$ cat src/rtl/b64e_pkg.sv
// Shared types, constants and the alphabet lookup for the base64 encoder.
package b64e_pkg;

	// Field widths fixed by the item formats
	localparam int BYTE_BITS  = 8;
	localparam int CAP_BITS   = 24;
	localparam int TOTAL_BITS = 24;

	// Counter width default for the top level
	localparam int COUNT_BITS_DEFAULT = 24;

	// Depth of the group queue between front and back
	localparam int QUEUE_DEPTH = 2;

	// Configuration port
	localparam int                  ADDR_BITS   = 3;
	localparam int                  DATA_BITS   = 32;
	localparam logic [0:0]          REG_OUTPUT_CAPACITY = 1'b0;
	localparam logic [CAP_BITS-1:0] CAP_RESET   = 24'hFFFFFF;

	// Character codes
	localparam logic [BYTE_BITS-1:0] CHAR_PAD   = 8'h3D;
	localparam logic [BYTE_BITS-1:0] CHAR_ERROR = 8'h00;

	// Input item
	typedef struct packed {
		logic [7:0] data_byte;
		logic       last_byte;
	} in_item_t;

	// Result item
	typedef struct packed {
		logic [7:0]  out_char;
		logic        end_of_message;
		logic        overflow_error;
		logic [23:0] total_chars;
	} out_item_t;

	// One classified group handed from front to back
	typedef struct packed {
		logic [23:0] word;    // left-aligned group bytes
		logic [1:0]  nbytes;  // 1..3 bytes in the group
		logic        last;    // group closes the message
		logic        err;     // capacity check failed
	} group_t;

	// Map one sextet to its character of the standard alphabet
	function automatic logic [7:0] b64_char(input logic [5:0] v);
		logic [7:0] ext;
		ext = {2'b00, v};
		if (v < 6'd26) begin
			return 8'h41 + ext;
		end else if (v < 6'd52) begin
			return 8'h61 + ext - 8'd26;
		end else if (v < 6'd62) begin
			return 8'h30 + ext - 8'd52;
		end else if (v == 6'd62) begin
			return 8'h2B;
		end else begin
			return 8'h2F;
		end
	endfunction

endpackage

$ cat src/rtl/b64e_front.sv
// Front end: accepts bytes, gathers groups, runs the capacity check.
module b64e_front #(
	parameter int COUNT_BITS = b64e_pkg::COUNT_BITS_DEFAULT
) (
	input  logic                           clk,
	input  logic                           arst_n,
	input  logic                           src_valid,
	output logic                           src_ready,
	input  b64e_pkg::in_item_t             src_item,
	input  logic [b64e_pkg::CAP_BITS-1:0]  capacity,
	input  logic                           q_full,
	output logic                           push,
	output b64e_pkg::group_t               group,
	output logic [COUNT_BITS-1:0]          base
);

	localparam int CMP_BITS =
		((COUNT_BITS > b64e_pkg::CAP_BITS) ? COUNT_BITS : b64e_pkg::CAP_BITS) + 1;

	logic [15:0]           group_q;
	logic [1:0]            fill_q;
	logic [COUNT_BITS-1:0] count_q;
	logic                  discard_q;

	logic                  accept;
	logic                  closes;
	logic [1:0]            nbytes;
	logic [23:0]           word;
	logic [CMP_BITS-1:0]   sum;
	logic                  over;

	assign src_ready = !q_full;
	assign accept    = src_valid && src_ready;
	assign nbytes    = fill_q + 2'd1;
	assign closes    = (fill_q == 2'd2) || src_item.last_byte;

	// Left-align the group bytes in 24 bits
	always_comb begin
		unique case (fill_q)
			2'd0:    word = {src_item.data_byte, 16'h0000};
			2'd1:    word = {group_q[7:0], src_item.data_byte, 8'h00};
			default: word = {group_q, src_item.data_byte};
		endcase
	end

	// Check count plus one group against the capacity
	assign sum  = CMP_BITS'(count_q) + CMP_BITS'(4);
	assign over = (sum >= CMP_BITS'(capacity));

	assign push        = accept && !discard_q && closes;
	assign group.word   = word;
	assign group.nbytes = nbytes;
	assign group.last   = src_item.last_byte;
	assign group.err    = over;
	assign base         = count_q;

	// Advance group, count and discard state per item
	always_ff @(posedge clk or negedge arst_n) begin
		if (!arst_n) begin
			group_q   <= '0;
			fill_q    <= '0;
			count_q   <= '0;
			discard_q <= 1'b0;
		end else if (accept) begin
			if (discard_q) begin
				if (src_item.last_byte) begin
					discard_q <= 1'b0;
					count_q   <= '0;
				end
			end else if (!closes) begin
				group_q <= {group_q[7:0], src_item.data_byte};
				fill_q  <= nbytes;
			end else begin
				group_q <= '0;
				fill_q  <= '0;
				if (src_item.last_byte) begin
					count_q <= '0;
				end else if (over) begin
					discard_q <= 1'b1;
				end else begin
					count_q <= count_q + COUNT_BITS'(4);
				end
			end
		end
	end

endmodule

$ cat src/rtl/b64e_queue.sv
// Short queue of classified groups between front and back.
module b64e_queue #(
	parameter int ENTRY_BITS = 8
) (
	input  logic                  clk,
	input  logic                  arst_n,
	input  logic                  push,
	input  logic [ENTRY_BITS-1:0] wr_data,
	input  logic                  pop,
	output logic [ENTRY_BITS-1:0] rd_data,
	output logic                  full,
	output logic                  nonempty
);

	localparam int DEPTH     = b64e_pkg::QUEUE_DEPTH;
	localparam int PTR_BITS  = (DEPTH > 1) ? $clog2(DEPTH) : 1;
	localparam int CNT_BITS  = $clog2(DEPTH + 1);

	logic [ENTRY_BITS-1:0] mem_q [DEPTH];
	logic [PTR_BITS-1:0]   wr_ptr_q;
	logic [PTR_BITS-1:0]   rd_ptr_q;
	logic [CNT_BITS-1:0]   cnt_q;

	assign full     = (cnt_q == CNT_BITS'(DEPTH));
	assign nonempty = (cnt_q != '0);
	assign rd_data  = mem_q[rd_ptr_q];

	// Store entries
	always_ff @(posedge clk) begin
		if (push) begin
			mem_q[wr_ptr_q] <= wr_data;
		end
	end

	// Advance pointers and occupancy
	always_ff @(posedge clk or negedge arst_n) begin
		if (!arst_n) begin
			wr_ptr_q <= '0;
			rd_ptr_q <= '0;
			cnt_q    <= '0;
		end else begin
			if (push) begin
				wr_ptr_q <= (wr_ptr_q == PTR_BITS'(DEPTH - 1)) ? '0 : wr_ptr_q + 1'b1;
			end
			if (pop) begin
				rd_ptr_q <= (rd_ptr_q == PTR_BITS'(DEPTH - 1)) ? '0 : rd_ptr_q + 1'b1;
			end
			if (push && !pop) begin
				cnt_q <= cnt_q + 1'b1;
			end else if (pop && !push) begin
				cnt_q <= cnt_q - 1'b1;
			end
		end
	end

`ifndef ASSERT_OFF
	a_no_overrun: assert property (@(posedge clk) disable iff (!arst_n)
		full |-> !push || pop)
		else $error("queue written while full");
	a_no_underrun: assert property (@(posedge clk) disable iff (!arst_n)
		pop |-> nonempty)
		else $error("queue read while empty");
	a_count_step: assert property (@(posedge clk) disable iff (!arst_n)
		(push && !pop) |=> cnt_q == $past(cnt_q) + 1'b1)
		else $error("queue occupancy did not advance on write");
`endif

endmodule

$ cat src/rtl/b64e_back.sv
// Back end: expands groups to characters, one per unstalled cycle.
module b64e_back #(
	parameter int COUNT_BITS = b64e_pkg::COUNT_BITS_DEFAULT
) (
	input  logic                  clk,
	input  logic                  arst_n,
	input  logic                  q_valid,
	input  b64e_pkg::group_t      head,
	input  logic [COUNT_BITS-1:0] head_base,
	output logic                  pop,
	output logic                  res_valid,
	input  logic                  res_ready,
	output b64e_pkg::out_item_t   res_item
);

	logic [1:0]            idx_q;
	logic                  res_valid_q;
	b64e_pkg::out_item_t   res_q;

	logic                  load;
	logic                  final_char;
	logic [5:0]            sextet;
	logic [COUNT_BITS-1:0] total;
	b64e_pkg::out_item_t   next_item;

	assign load       = q_valid && (!res_valid_q || res_ready);
	assign final_char = head.err || (idx_q == 2'd3);
	assign pop        = load && final_char;
	assign res_valid  = res_valid_q;
	assign res_item   = res_q;

	// Pick the sextet for the current character
	always_comb begin
		unique case (idx_q)
			2'd0:    sextet = head.word[23:18];
			2'd1:    sextet = head.word[17:12];
			2'd2:    sextet = head.word[11:6];
			default: sextet = head.word[5:0];
		endcase
	end

	// Build the next result
	always_comb begin
		total = head_base + COUNT_BITS'(idx_q) + COUNT_BITS'(1);
		next_item = '0;
		if (head.err) begin
			next_item.out_char       = b64e_pkg::CHAR_ERROR;
			next_item.end_of_message = 1'b1;
			next_item.overflow_error = 1'b1;
			next_item.total_chars    = b64e_pkg::TOTAL_BITS'(head_base);
		end else begin
			next_item.out_char       = (idx_q <= head.nbytes) ?
				b64e_pkg::b64_char(sextet) : b64e_pkg::CHAR_PAD;
			next_item.end_of_message = head.last && (idx_q == 2'd3);
			next_item.overflow_error = 1'b0;
			next_item.total_chars    = b64e_pkg::TOTAL_BITS'(total);
		end
	end

	// Hold the result register until taken, advance the character index
	always_ff @(posedge clk or negedge arst_n) begin
		if (!arst_n) begin
			idx_q       <= '0;
			res_valid_q <= 1'b0;
		end else begin
			if (load) begin
				res_valid_q <= 1'b1;
				idx_q       <= final_char ? 2'd0 : idx_q + 2'd1;
			end else if (res_ready) begin
				res_valid_q <= 1'b0;
			end
		end
	end

	always_ff @(posedge clk) begin
		if (load) begin
			res_q <= next_item;
		end
	end

`ifndef ASSERT_OFF
	a_err_ends: assert property (@(posedge clk) disable iff (!arst_n)
		(res_valid_q && res_q.overflow_error) |->
			(res_q.end_of_message && res_q.out_char == b64e_pkg::CHAR_ERROR))
		else $error("error result without end of message");
	a_mid_group_head: assert property (@(posedge clk) disable iff (!arst_n)
		(idx_q != 2'd0) |-> q_valid)
		else $error("group left the queue before its last character");
	a_mid_group_ok: assert property (@(posedge clk) disable iff (!arst_n)
		(idx_q != 2'd0) |-> !head.err)
		else $error("error group expanded into several characters");
`endif

endmodule

$ cat src/rtl/base64_encoder_core.sv
// Top level of the streaming base64 encoder with output capacity check.
//
// Usage: message bytes enter on the src channel (src_valid/src_ready,
// src_item), one byte per item, with last_byte set on the final byte.
// Characters leave on the res channel (res_valid/res_ready, res_item), one
// per item: four per group of three bytes, a short final group padded with
// '='. If a group would bring the count plus four to output_capacity, one
// error item (out_char 0, overflow_error and end_of_message set) is given
// and the remaining bytes of that message are dropped.
// The first character of a group passes through the group queue and then the
// result register after the byte that completes the group is accepted.
// The character stage emits one character per cycle while res_ready allows,
// four characters for a full group of three bytes.
// A two-entry group queue lets bytes enter while characters still drain.
// Reset clears the partial group, the count and the queue; output_capacity
// returns to 16777215. When the receiver stalls, the held character stays
// on res_item, the queue fills and src_ready drops.
// output_capacity sits at APB address 0; the user must write it only while idle, the block does not enforce this.
module base64_encoder_core #(
	parameter int COUNT_BITS = b64e_pkg::COUNT_BITS_DEFAULT
) (
	input  logic                             clk,
	input  logic                             arst_n,
	input  logic                             src_valid,
	output logic                             src_ready,
	input  b64e_pkg::in_item_t               src_item,
	output logic                             res_valid,
	input  logic                             res_ready,
	output b64e_pkg::out_item_t              res_item,
	input  logic                             psel,
	input  logic                             penable,
	input  logic                             pwrite,
	input  logic [b64e_pkg::ADDR_BITS-1:0]   paddr,
	input  logic [b64e_pkg::DATA_BITS-1:0]   pwdata,
	output logic [b64e_pkg::DATA_BITS-1:0]   prdata,
	output logic                             pready
);

	localparam int ENTRY_BITS = $bits(b64e_pkg::group_t) + COUNT_BITS;

	logic [b64e_pkg::CAP_BITS-1:0] capacity_q;
	logic                          cap_sel;

	logic                          push;
	logic                          pop;
	logic                          q_full;
	logic                          q_valid;
	b64e_pkg::group_t              wr_group;
	logic [COUNT_BITS-1:0]         wr_base;
	b64e_pkg::group_t              rd_group;
	logic [COUNT_BITS-1:0]         rd_base;
	logic [ENTRY_BITS-1:0]         rd_data;

	// Configuration register access
	assign pready  = 1'b1;
	assign cap_sel = (paddr[b64e_pkg::ADDR_BITS-1:2] == b64e_pkg::REG_OUTPUT_CAPACITY);
	assign prdata  = cap_sel ? b64e_pkg::DATA_BITS'(capacity_q) : '0;

	always_ff @(posedge clk or negedge arst_n) begin
		if (!arst_n) begin
			capacity_q <= b64e_pkg::CAP_RESET;
		end else if (psel && penable && pwrite && pready && cap_sel) begin
			capacity_q <= pwdata[b64e_pkg::CAP_BITS-1:0];
		end
	end

	b64e_front #(
		.COUNT_BITS (COUNT_BITS)
	) u_front (
		.clk       (clk),
		.arst_n    (arst_n),
		.src_valid (src_valid),
		.src_ready (src_ready),
		.src_item  (src_item),
		.capacity  (capacity_q),
		.q_full    (q_full),
		.push      (push),
		.group     (wr_group),
		.base      (wr_base)
	);

	b64e_queue #(
		.ENTRY_BITS (ENTRY_BITS)
	) u_queue (
		.clk      (clk),
		.arst_n   (arst_n),
		.push     (push),
		.wr_data  ({wr_group, wr_base}),
		.pop      (pop),
		.rd_data  (rd_data),
		.full     (q_full),
		.nonempty (q_valid)
	);

	assign rd_group = rd_data[ENTRY_BITS-1:COUNT_BITS];
	assign rd_base  = rd_data[COUNT_BITS-1:0];

	b64e_back #(
		.COUNT_BITS (COUNT_BITS)
	) u_back (
		.clk       (clk),
		.arst_n    (arst_n),
		.q_valid   (q_valid),
		.head      (rd_group),
		.head_base (rd_base),
		.pop       (pop),
		.res_valid (res_valid),
		.res_ready (res_ready),
		.res_item  (res_item)
	);

endmodule

$ cat config.mk
export PLATFORM = sky130hd
export DESIGN_NAME = base64_encoder_core
export DESIGN_NICKNAME = d
export VERILOG_FILES = /design/src/rtl/b64e_pkg.sv /design/src/rtl/b64e_front.sv /design/src/rtl/b64e_queue.sv /design/src/rtl/b64e_back.sv /design/src/rtl/base64_encoder_core.sv
export SDC_FILE = /design/constraint.sdc
export NUM_CORES = 1
export LEC_CHECK = 0
export BUFFER_PORTS_ARGS = -buffer_cell sky130_fd_sc_hd__buf_2
export CAP_MARGIN = 15
export CORE_ASPECT_RATIO = 2
export CORE_UTILIZATION = 55
export DETAILED_ROUTE_END_ITERATION = 8
export PLACE_DENSITY = 0.83
export SLEW_MARGIN = 0
export SYNTH_ARGS = -nofsm -noshare
export SYNTH_HDL_FRONTEND = slang
export SYNTH_SLANG_ARGS = --single-unit
$ cat constraint.sdc
create_clock -name clk -period 7.1 [get_ports clk]
set_clock_uncertainty 0.05 [all_clocks]
set_input_delay 1.42 -clock clk [delete_from_list [all_inputs] [get_ports clk]]
set_output_delay 1.42 -clock clk [all_outputs]
set_load 0.02 [all_outputs]
Word-level counts from Yosys, hierarchy flattened
Memory sizes are Yosys's and may differ from the RTL's. Index checks and enable logic that the tools add are counted.

Memory bits (writable): 104. Output and inout port bits: 69. Bits in registers: 108. Memories kept: 1.

Add/sub/neg operators: 15. Reductions and logical operators: 28. Mux-type cells: 30. Order comparisons: 5. Bitwise gates (word level): 3. Equality and inequality tests: 9.

Memory list: u_queue.mem_q (words 2, bits a word 52, rd ports 1, clocked after Yosys merged registers in 0, wr ports 1, line b64e_queue.sv:19) `logic [ENTRY_BITS-1:0] mem_q [DEPTH];`.

Operator list (count): 2-to-1 mux 24 bit (6); case mux 24 bit (2 select lines) (1); adder 24 x 3 -> 25 bit, second input constant (1); >= comparator 25 x 24 -> 1 bit (1); 2-to-1 mux 25 bit (1); adder 24 x 1 -> 24 bit, second input constant (1); adder 24 x 2 -> 24 bit (1); adder 24 x 3 -> 24 bit, second input constant (1); 2-to-1 mux 8 bit (3); case mux 6 bit (3 select lines) (1); adder 7 x 6 -> 8 bit, first input constant (2); 2-to-1 mux 16 bit (1); < comparator 6 bit, second input constant (2); logical AND 1 bit (11); 2-to-1 mux 1 bit (11); == test 2 bit, second input constant (4); 2-to-1 mux 2 bit (4); nonzero test 2 bit (4); subtractor 8 x 5 -> 8 bit, second input constant (1); subtractor 8 x 6 -> 8 bit, second input constant (1); adder 6 x 6 -> 7 bit, first input constant (1); adder 2 x 1 -> 2 bit, second input constant (3); == test 6 bit, second input constant (1); < comparator 6 x 5 -> 1 bit, second input constant (1); 15 further kinds (26).

Longest topological paths before layout
Depth in word-level cells: 9. Mapped depth: 16. Gate-level depth less buffers: 14.

Cells and area by module
From an unflattened synthesis, not the netlist that was laid out.

Cells, all modules: 844. Area total of the unflattened synthesis: 10887.9 um^2.

Modules (own cells, without submodules): b64e_queue (instances 1, cells each 178, area an instance 4192.8 um^2); b64e_front (instances 1, cells each 363, area an instance 3123.0 um^2); b64e_back (instances 1, cells each 215, area an instance 2314.7 um^2); base64_encoder_core (instances 1, cells each 88, area an instance 1257.5 um^2).

Worst setup path before layout
OpenSTA, ideal clock, no wires.

Path type: input -> register. Start point: input src_valid. End point: memory u_queue.mem_q[0][10] (netlist bit), enable pin. Setup slack: 994 ps. Required time: 6531 ps. Data arrival time: 5537 ps. Stages: 5. Buffers on the path: 2. Setup time: 519 ps. Cell sequence: and2_1 -> nand2b_1 -> clkbuf_1 -> clkbuf_1 -> nor3_1.

Cells in the longest elaborated chain, start to end: 5.

RTL lines: start, declared (line base64_encoder_core.sv:24) `input logic src_valid,`; logical AND 1 bit (line b64e_front.sv:33) `assign accept = src_valid && src_ready;`; logical AND 1 bit (2 in series) (line b64e_front.sv:50) `assign push = accept && !discard_q && closes;`; 2-to-1 mux 1 bit (line b64e_queue.sv:30) `if (push) begin`; 2-to-1 mux 1 bit (implied by the code) (line b64e_queue.sv:31) `mem_q[wr_ptr_q] <= wr_data;`; end, declared (line b64e_queue.sv:19).

No other way between the ends.

Worst setup path in the final report
Start point: register u_front.count_q[2], in the netlist u_front.base[2]. End point: register u_front.count_q[13], in the netlist u_front.base[13].

Cells in the longest elaborated chain, start to end: 5. Elaborated cells on any way between the ends: 9. Classes of those cells: add/sub: 2; order compare: 1; eq/ne: 1; mux: 4; reduce/logical: 1.

RTL lines: start, declared (line b64e_front.sv:22) `logic [COUNT_BITS-1:0] count_q;`; start signal, assigned (line b64e_front.sv:81) `count_q <= count_q + COUNT_BITS'(4);`; branches (longest 5 deep; another with adder 24 x 3 -> 25 bit).

Parallel ways; which one is timed is not known. The select of a mux whose other input is x is not followed. A chain may end at the register's enable or synchronous reset.

==> metrics <==
status finished, final reports clean; CTS sink count 206; total wire length 20540 um; Placer Congestion 0.8518; Die H 197.3 um; maximum fanout along the worst path 18; Worst EP required 7.40 ns; vias in the first global route 6914; Crit-path slowest cell dfrtp_1; Initial Util 55.97%; total global routing overflow 0; Distinct cells, synth 68; Hold Crit Class register to register; root buf cell clkbuf_16; CTS Buffer Depth 3; crit share post-route 62.28%; drc violations 0; #FFs+latches synth 206; P&R area growth vs syn 12.83%; nets 1061; Synth Warn # 0; Post-DRT Antenna Nets 0; vias per std cell 5.628; synthesized cell area 10490 sq um; setup TNS 0 ns; RSZ-0062 raised after global routing false; maximum VDD drop 0.0002274 V; I/O pin total 120; worst setup path category register to register; P_leak 4.817 nW; most common cell after layout, fill and taps aside edfxtp_1; Cells after Synth 877; Detailed Place HPWL 14280 um; Fin. Hold Viols 0; initial antenna violation count 0; CTS buffer count 19; Max-slew headroom 21.48%; worst path arrival time 4.73 ns; Worst-path clk slew 0.06 ns; Peak Freq 226.1 MHz; Antenna diodes 0; Die Area 19660 sq um; Final Setup Violations 0; post-CTS setup buffers 0; max-cap viol count 0; asr flop ratio synth 34.95%; DRT iter0 DRCs 294; EDFF count, synth 134; port bufs 100; sequential fraction of the synthesis area 55.81%; CTS tree yes; Synth Flop Type edfxtp_1; worst path cell trace ha_1 -> nand3_1 -> or2_2 -> nor3_1 -> xor2_1 -> ha_1 -> a21o_1 -> a21o_1 -> a221oi_1 -> o21ai_0 -> a2111oi_4 -> buf_4 -> mux2i_1 -> o21ai_0; core area 18740 sq um; Syn Area/Cell 11.96 sq um; Routed wire per std cell 16.66 um; crit end category register; pin count of the biggest net entering global routing 73; max-slew violations 0; GRT Total Usage 21.52%; filler instances 1430; setup slack at placement 2.782 ns; Power Density 396.4 nW/um^2; Slew @ Worst Pin 1.173 ns; clock latency at the later pin of the worst-skew pair 0.50 ns; fraction of layout cells with a size suffix above 1 22.80%; final worst slack 2.678 ns; first-pass GRT wire length 33550 um; # hold bufs at CTS 0; drt first pass iters 5; DIE WIDTH 99.66 um; # H-tree levels 1; Rows 71; Vias 6939; post-CTS sizing 0; crit path time final 4.422 ns; startpoint types register; slowest cell delay on critical path 0.53 ns; commonest non-fill, non-tap cells in the layout 134 x edfxtp_1, 100 x buf_2, 80 x nand2_1
==> per-layer routing <==
layer  global-route usage, %  share of wire [%]  vias up  wire length (um)
li1                        -                  -     3320                 -
met5                       0                  0        -                 0
met4                   11.11                3.8        0               786
met2                   39.44                 53      179             10880
met1                   24.18                 39     3390              8104
met3                   2.406                3.7       50               769
==> final timing paths <==
check / depth (start not counted) / slack [ns] / startpoint / to
setup / recovery: 14 / 2.68 / u_front.base[2] / u_front.base[13]
hold / removal: 1 / 0.44 / u_queue.cnt_q[1] / u_queue.cnt_q[1]
setup reg to reg: 14 / 2.68 / u_front.base[2] / u_front.base[13]
hold reg to reg: 1 / 0.44 / u_queue.cnt_q[1] / u_queue.cnt_q[1]
max in group asynchronous: 2 / 5.23 / arst_n / u_queue.rd_ptr_q
min in group asynchronous: 2 / 1.10 / arst_n / u_front.base[17]
==> metrics by stage <==
step                util (%)  power [mW]  cell area (sq um)  instances  hold slack, ns
floorplan                  -       3.215              10520        884          0.3868
global placement       59.60       3.560              11170       1198          0.4374
detailed placement     59.60       3.634              11170       1198          0.4292
CTS                    63.05       4.714              11820       1232          0.4421
global route           63.15       4.959              11840       1233          0.4735
finish                 63.15       4.692              11840       1233          0.4413
==> synth_stat cells, drive strengths merged, types with 2 or more instances <==
| cell | count | area, sq um |
|---|---|---|
| a221oi | 2 | 17.52 |
| and2 | 14 | 87.59 |
| mux2 | 45 | 521.8 |
| and3 | 2 | 12.51 |
| nor3 | 12 | 71.32 |
| o311ai | 4 | 60.07 |
| ha | 45 | 563.0 |
| a32o | 2 | 20.02 |
| a211oi | 13 | 97.59 |
| nand3b | 7 | 52.55 |
| nor2 | 56 | 210.2 |
| xnor2 | 32 | 280.3 |
| xor2 | 25 | 219.0 |
| conb | 2 | 7.510 |
| inv | 49 | 183.9 |
| nand2 | 80 | 300.3 |
| nor2b | 13 | 81.33 |
| dfstp | 24 | 630.6 |
| a22o | 21 | 183.9 |
| buf | 25 | 162.7 |
| mux2i | 35 | 354.1 |
| nand2b | 9 | 56.30 |
| nand4 | 8 | 62.56 |
| a21oi | 26 | 145.1 |
| edfxtp | 134 | 4024 |
| or3 | 2 | 12.51 |
| a21o | 8 | 60.06 |
| a222oi | 7 | 70.07 |
| clkbuf | 24 | 93.84 |
| dfrtp | 48 | 1201 |
| o21ai | 37 | 188.9 |
| a22oi | 11 | 82.58 |
| a2111oi | 4 | 47.55 |
| a311oi | 2 | 17.52 |
| nor4 | 3 | 18.77 |
| nand3 | 26 | 130.1 |
| a31oi | 6 | 37.54 |
==> layout make-up <==
cell class | instances | area, sq um | area share, %
tap | 255 | 319.1 | 2.695
clock buffer | 28 | 539.3 | 4.556
multi-input combinational | 580 | 4252 | 35.92
sequential | 206 | 5857 | 49.48
inverter | 49 | 183.9 | 1.554
clock inverter | 6 | 106.4 | 0.8984
timing repair buffer | 109 | 580.6 | 4.904
==> power breakdown <==
group	switching [mW]	leakage, nW	internal, mW
Clock	0.430	0.313	0.637
Sequential	0.177	2.15	1.73
Combinational	1.07	2.35	0.657
==> state kept, by name (all words and copies together) (netlist names) <==
name and count:
u_queue.cnt_q 2, capacity_q 24, u_front.fill_q 2, u_front.group_q 16, u_back.res_valid 1, u_back.idx_q 2
u_back.res_item 34, u_queue.mem_q 100, u_front.base 22, u_queue.rd_ptr_q 1, u_queue.wr_ptr_q 1, u_front.discard_q 1
==> critical path, delay by kind of cell, from the launching register on <==
family                   cells  cell delay (ns)
buffers and inverters        1             0.35
AO/OA/AOI/OAI                6             1.47
adder cells (fa/ha/maj)      2             0.56
AND/OR/NAND/NOR              3             0.82
XOR/XNOR                     1             0.24
flip-flops                   1             0.53
multiplexers                 1             0.25
==> cell families (layout without fill, tap and decap cells) <==
logic type,Yosys count,after routing,synth area share (%)
multiplexers,80,80,8.348
AND/OR/NAND/NOR,241,241,11.25
adder cells (fa/ha/maj),45,45,5.367
XOR/XNOR,57,57,4.759
other,2,9,0.07158
buffers and inverters,98,192,4.198
AO/OA/AOI/OAI,148,148,10.20
flip-flops,206,206,55.81
No activity file was read; power rests on OpenSTA's default activity.
